`config.mk`:
```
export PLATFORM = sky130hd
export DESIGN_NAME = tbi_front
export DESIGN_NICKNAME = d
export VERILOG_FILES = /design/src/hdl/tbi_pkg.sv /design/src/hdl/tbi_front.sv
export SDC_FILE = /design/constraint.sdc
export NUM_CORES = 1
export LEC_CHECK = 0
export ABC_AREA = 1
export BUFFER_PORTS_ARGS = -buffer_cell sky130_fd_sc_hd__buf_4
export CORE_MARGIN = 4
export CORE_UTILIZATION = 48
export CTS_CLUSTER_SIZE = 24
export DETAILED_ROUTE_END_ITERATION = 12
export PLACE_DENSITY = 0.83
export SYNTH_ARGS = -nofsm -noshare
export SYNTH_HDL_FRONTEND = slang
export SYNTH_SLANG_ARGS = --single-unit
```
`constraint.sdc`:
```
create_clock -name clock -period 1.9 [get_ports clock]
set_clock_uncertainty 0.2 [all_clocks]
set_input_delay 0.095 -clock clock [delete_from_list [all_inputs] [get_ports clock]]
set_output_delay 0.095 -clock clock [all_outputs]
set_load 0.02 [all_outputs]
```
`src/hdl/tbi_pkg.sv`:
```
// Shared types, constants and the sine table of the turtle branch interpreter.
`default_nettype none
package tbi_pkg;

   localparam int STACK_DEPTH = 1024;
   localparam int SP_BITS     = (STACK_DEPTH > 1) ? $clog2(STACK_DEPTH) : 1;
   localparam int COORD_BITS  = 12;
   localparam int WIDTH_BITS  = 16;
   localparam int HEAD_BITS   = 13;
   localparam int LEN_BITS    = 16;
   localparam int TRIG_BITS   = 16;
   localparam int IDX_BITS    = 11;

   localparam logic [HEAD_BITS-1:0] FULL_TURN    = 13'd5760;
   localparam logic [HEAD_BITS-1:0] QUARTER_TURN = 13'd1440;
   localparam logic [HEAD_BITS-1:0] HALF_TURN    = 13'd2880;
   localparam logic [HEAD_BITS-1:0] TQ_TURN      = 13'd4320;

   localparam logic [7:0] SYM_DRAW  = 8'h46;
   localparam logic [7:0] SYM_PLUS  = 8'h2B;
   localparam logic [7:0] SYM_MINUS = 8'h2D;
   localparam logic [7:0] SYM_PUSH  = 8'h5B;
   localparam logic [7:0] SYM_POP   = 8'h5D;

   localparam logic [1:0] KIND_SEGMENT   = 2'd0;
   localparam logic [1:0] KIND_OVERFLOW  = 2'd1;
   localparam logic [1:0] KIND_UNDERFLOW = 2'd2;

   localparam logic [2:0] REG_ANGLE_STEP  = 3'd0;
   localparam logic [2:0] REG_START_ANGLE = 3'd1;
   localparam logic [2:0] REG_STEP_LENGTH = 3'd2;
   localparam logic [2:0] REG_START_X     = 3'd3;
   localparam logic [2:0] REG_START_Y     = 3'd4;
   localparam logic [2:0] REG_WIDTH_START = 3'd5;
   localparam logic [2:0] REG_WIDTH_DEC   = 3'd6;
   localparam logic [2:0] REG_WIDTH_MIN   = 3'd7;

   typedef enum logic [2:0] {
      OP_NONE, OP_DRAW, OP_PLUS, OP_MINUS, OP_PUSH, OP_POP
   } op_type;

   typedef struct packed {
      op_type op;
      logic   new_word;
   } cmd_type;

   typedef struct packed {
      logic [HEAD_BITS-1:0]  angle_step;
      logic [HEAD_BITS-1:0]  start_angle;
      logic [LEN_BITS-1:0]   step_length;
      logic [COORD_BITS-1:0] start_x;
      logic [COORD_BITS-1:0] start_y;
      logic [WIDTH_BITS-1:0] width_start;
      logic [WIDTH_BITS-1:0] width_decrement;
      logic [WIDTH_BITS-1:0] width_min;
   } cfg_type;

   typedef struct packed {
      logic [COORD_BITS-1:0] x;
      logic [COORD_BITS-1:0] y;
      logic [HEAD_BITS-1:0]  heading;
      logic [WIDTH_BITS-1:0] width;
   } turtle_type;

   typedef logic [TRIG_BITS-1:0] sin_rom_type [0:1440];

   // Quarter-wave sine in Q1.15, evaluated once at elaboration from a
   // truncated integer Taylor series in Q2.30.
   function automatic sin_rom_type build_sin_rom();
      sin_rom_type       rom;
      longint unsigned   x;
      longint unsigned   x2;
      longint unsigned   term;
      longint            sum;
      for (int t = 0; t <= 1440; t++) begin
         x    = (longint'(t) * 64'd3373259426) / 64'd2880;
         x2   = (x * x) >> 30;
         term = x;
         sum  = longint'(x);
         for (int k = 1; k <= 6; k++) begin
            term = (term * x2) >> 30;
            // Divide by (2k)(2k+1) for the current term.
            case (k)
               1:       term = term / 64'd6;
               2:       term = term / 64'd20;
               3:       term = term / 64'd42;
               4:       term = term / 64'd72;
               5:       term = term / 64'd110;
               default: term = term / 64'd156;
            endcase
            if (k % 2 == 1) sum = sum - longint'(term);
            else            sum = sum + longint'(term);
         end
         if (sum < 0) sum = 0;
         sum = (sum + 16384) >>> 15;
         if (sum > 32768) sum = 32768;
         rom[t] = sum[TRIG_BITS-1:0];
      end
      return rom;
   endfunction

   localparam sin_rom_type SIN_ROM = build_sin_rom();

endpackage
`default_nettype wire

```
`src/hdl/tbi_front.sv`:
```
// Front end: decodes request symbols and queues them for the back end.
`default_nettype none
module tbi_front (
   input  wire logic            clock,
   input  wire logic            reset,
   input  wire logic            req_tvalid,
   output logic                 req_tready,
   input  wire logic [7:0]      req_tdata,
   input  wire logic            req_tuser,
   output logic                 q_valid,
   output tbi_pkg::cmd_type     q_data,
   input  wire logic            q_pop
);

   tbi_pkg::cmd_type slot_ff [0:1];
   logic [1:0]       count_ff, count_in;
   logic             rd_ff, rd_in, wr_ff, wr_in;
   tbi_pkg::cmd_type cmd;
   logic             push;

   always_comb begin
      cmd.new_word = req_tuser;
      unique case (req_tdata)
         tbi_pkg::SYM_DRAW:  cmd.op = tbi_pkg::OP_DRAW;
         tbi_pkg::SYM_PLUS:  cmd.op = tbi_pkg::OP_PLUS;
         tbi_pkg::SYM_MINUS: cmd.op = tbi_pkg::OP_MINUS;
         tbi_pkg::SYM_PUSH:  cmd.op = tbi_pkg::OP_PUSH;
         tbi_pkg::SYM_POP:   cmd.op = tbi_pkg::OP_POP;
         default:            cmd.op = tbi_pkg::OP_NONE;
      endcase
   end

   assign req_tready = (count_ff != 2'd2);
   // Ignored symbols without a word start change nothing and are dropped here.
   assign push    = req_tvalid && req_tready && (cmd.op != tbi_pkg::OP_NONE || cmd.new_word);
   assign q_valid = (count_ff != 2'd0);
   assign q_data  = slot_ff[rd_ff];

   always_comb begin
      count_in = count_ff + {1'b0, push} - {1'b0, q_pop};
      rd_in    = rd_ff ^ q_pop;
      wr_in    = wr_ff ^ push;
   end

   always_ff @(posedge clock) begin
      if (push) slot_ff[wr_ff] <= cmd;
      if (reset) begin
         count_ff <= 2'd0;
         rd_ff    <= 1'b0;
         wr_ff    <= 1'b0;
      end else begin
         count_ff <= count_in;
         rd_ff    <= rd_in;
         wr_ff    <= wr_in;
      end
   end

endmodule
`default_nettype wire

```
==> impl_results.rst <==
.. list-table::
   :header-rows: 1

   * - Metric
     - Value
   * - Run status
     - finished clean
   * - Portion of total power attributed to the clock network
     - 24.1%
   * - Shortest period the worst path allows
     - 1.79 ns
   * - Number of antenna violations at the first check in global routing
     - 0
   * - Share of the yosys chip area belonging to registers
     - 49.1%
   * - Number of fill cells
     - 92
   * - Max-cap violation count
     - 0
   * - Sort of element at the start of the critical path
     - register
   * - Total count of max-transition violations in the final report
     - 0
   * - RePlAce Congestion
     - 0.792
   * - Width of the die
     - 44.9 um
   * - Power spent charging and discharging nets
     - between 0.2 and 0.25 mW
   * - Die area
     - around 0.0020 sq mm
   * - Clock network latency to the later pin of the worst-skew pair
     - 0.27 ns
   * - Least-Margin Pin Slew
     - 0.244 ns
   * - Drt wl/cell
     - 12.8 um
   * - Synthesized instance count
     - 64
   * - Pre-antenna DRT Iters
     - 4
   * - Placed instance count
     - 97
   * - Timing-limited maximum frequency
     - 557 MHz
   * - Initial core utilization
     - 50.7%
   * - Min-delay worst type
     - input pin to register
   * - Crit share post-route
     - 94.5%
   * - Slowest stage cell on the critical path
     - dfxtp_2
   * - Clock input transition at the sequential cells of the worst setup and hold paths
     - 0.07 ns
   * - GRT overflow
     - 0
   * - Synthesized netlist net count
     - between 80 and 90
   * - Final HPWL from detailed placement
     - 892 um
   * - Startpoint of the tightest hold check path
     - req_tuser
   * - RSZ-0062 raised after global routing
     - false
   * - Family with the most delay on the worst path
     - adder cells
   * - Clock tree root driver cell
     - clkbuf_4
   * - Number of levels the H-tree was split into
     - 1
   * - Largest voltage drop on the vdd net
     - 432 uV
   * - Proportion of layout cells with a drive suffix above 1
     - 45.5%
   * - Final number of hold-violating endpoints
     - 0
   * - Remaining antenna violation count
     - 0
   * - Power, Total
     - 0.686 mW
   * - Critical Path, Cell by Cell
     - inv_2 > a21boi_4 > nand2_2 > ha_1 > inv_2 > ha_4 > xnor2_4 > nand2_1 > nor3b_2
   * - Power per unit of standard cell area
     - 759 mW/mm^2
   * - Pin count of the biggest net entering global routing
     - 8
   * - Reg-to-reg critical path startpoint
     - count_ff[0]$_SDFF_PP0_
   * - Share of total power in combinational logic
     - 29.8%
   * - First-pass GRT wire length
     - 2100 um
   * - Relative slew margins
     - a little over four fifths
   * - Number of unique standard cell types used by synthesis
     - 18
   * - Post-synthesis average cell area
     - 10.2 sq um
   * - CTS tree
     - yes
   * - Area post-placement
     - 806 sq um
   * - Number of synthesized register bits
     - 12
   * - Number of buffer and inverter stages on the critical path
     - 2
   * - Biggest fanout along the worst timing path
     - 3
   * - I/O pin count
     - 19
   * - Leak
     - roughly 0.42 nW
   * - WP data arrival
     - approximately 1.8 ns
   * - Synthesized cell area
     - approximately 650 sq um
   * - Switching Share
     - 30.0%
   * - Number of antenna cells inserted
     - 0
   * - Required time of the critical path
     - 1.87 ns
   * - Overall fraction of global-route tracks in use
     - 15.0%
   * - Total number of vias
     - 508
   * - Clock Path Buffers
     - 2
   * - Non-filler instance count after layout
     - 103
   * - Endpoint class of the critical path
     - register
   * - TritonCTS Sinks
     - 12
   * - Core box area
     - 0.00128 sq mm
   * - Final design area excluding fillers
     - 905 sq um
   * - CP most frequent cell
     - inv_2
   * - Row cnt
     - 13
   * - Final setup viols
     - 0
   * - Routed WL
     - about 1300 um
   * - Number of global-route vias before repair
     - 488
   * - Layout overhead on the synthesized area
     - 38.8%
   * - Worst setup path start
     - count_ff[0]$_SDFF_PP0_
   * - Final core utilization
     - 70.4%
   * - Yosys warns
     - 0
   * - Remaining routing DRC violations
     - 0
   * - Place WS
     - -0.00953 ns
   * - TritonCTS buffer count
     - 3
   * - Total negative setup slack
     - 0 ns
   * - Stage delay of the slowest cell on the critical path
     - 0.36 ns
   * - Net count reported at finish
     - 106
   * - Detail-routed via count per cell
     - 4.93
   * - Internal power contribution
     - 0.481 mW
   * - Least setup slack across all paths after layout
     - 0.105 ns
   * - Vertical extent of the die
     - ~45 um
   * - Number of DRC markers after the initial detailed-route iteration
     - 4
   * - Worst hold margin
     - 0.0299 ns
   * - Port buffer count
     - 18
   * - Portion of total power attributed to sequential cells
     - a little under half
   * - Path type of the worst setup path
     - register to register
-- kinds of logic after synthesis --
family          count (synthesis)  synth area share, %
compound gates                  2                 3.84
mux                             4                 6.91
fa+ha+maj                       4                 7.68
buf+inv                        12                 6.91
flops                          12                 49.1
simple gates                   28                 22.8
xor+xnor                        2                 2.69
-- worst reg2reg max path: stages (launching register included) --
cell and delay [ns]:
dfxtp_2 0.36, inv_2 0.06, a21boi_4 0.13, nand2_2 0.07
ha_1 0.29, inv_2 0.05, ha_4 0.17, xnor2_4 0.16
nand2_1 0.07, nor3b_2 0.15
-- cells in the mapped netlist --
library cell	number	area, sq um
and2_4	1	8.76
xnor2_1	2	17.5
mux2_1	4	45.0
nand3_2	1	10.0
nor2_1	10	37.5
nand2_1	5	18.8
nor3_2	1	10.0
nor3b_1	1	7.51
a21boi_4	1	18.8
nand4_1	2	12.5
ha_1	4	50.1
o22ai_1	1	6.26
edfxtp_1	8	240
inv_1	11	41.3
nand2_2	5	31.3
nor2_2	2	12.5
dfxtp_1	4	80.1
inv_2	1	3.75
-- power groups by stage --
stage	clock network, mW	logic (mW)	registers [mW]
6_report	0.165	0.204	0.317
5_1_grt	0.175	0.223	0.319
4_1_cts	0.162	0.174	0.314
3_5_place_dp	0	0.167	0.319
3_3_place_gp	0	0.159	0.318
2_1_floorplan	0	0.101	0.316
-- layout make-up --
cell class / instances / area, sq um / area share, %
sequential: 12 / 322 / 35.5
tap: 15 / 18.8 / 2.07
inverter: 12 / 45.0 / 4.98
multi-input combinational: 40 / 333 / 36.8
timing repair buffer: 20 / 160 / 17.7
clock buffer: 4 / 26.3 / 2.90
-- layer usage --
metal  GRT usage [%]  vias up  wire length, um
li1                -      254                -
met1            15.8      233              472
met2            26.9       14              723
met3            3.59        7               70
met4            8.77        0               51
met5               0        -                0
-- state kept, by name, summed over array words and instances (netlist names) --
register  count
count_ff      2
wr_ff         1
slot_ff       8
rd_ff         1
-- cells in the final DEF, fill, tap and decap left out --
cell type	instances
ha_1	3
xnor2_1	1
nor2_4	1
mux2_1	4
nor2_1	8
clkbuf_4	3
nand2_2	5
dlymetal6s4s_1	1
inv_1	9
xnor2_4	1
clkbuf_1	1
nand4_1	2
a21boi_4	1
edfxtp_1	8
and2_4	1
inv_2	3
dfxtp_1	3
nor3_2	1
nor3b_2	1
ha_4	1
dlygate4sd3_1	2
o22ai_1	1
nor2_2	3
nand2_1	5
nand3_2	1
dfxtp_2	1
buf_4	17
-- final timing paths --
| check | cells after the start | slack (ns) | to |
|---|---|---|---|
| worst min-delay path | 1 | 0.03 | slot_ff[1][0]$_DFFE_PP_ |
| worst min register to register | 3 | 0.36 | wr_ff$_SDFF_PP0_ |
| worst max register to register | 9 | 0.11 | count_ff[1]$_SDFF_PP0_ |
| worst max-delay path | 9 | 0.11 | count_ff[1]$_SDFF_PP0_ |
-- what timing repair did --
item	4_1_cts	5_1_grt
setup buffers	0	0
endpoints found under the setup margin	0	1
hold endpoints to repair	6	0
hold buffers	3	0
resized for setup	0	12
Power figures use the tool's default switching activity.
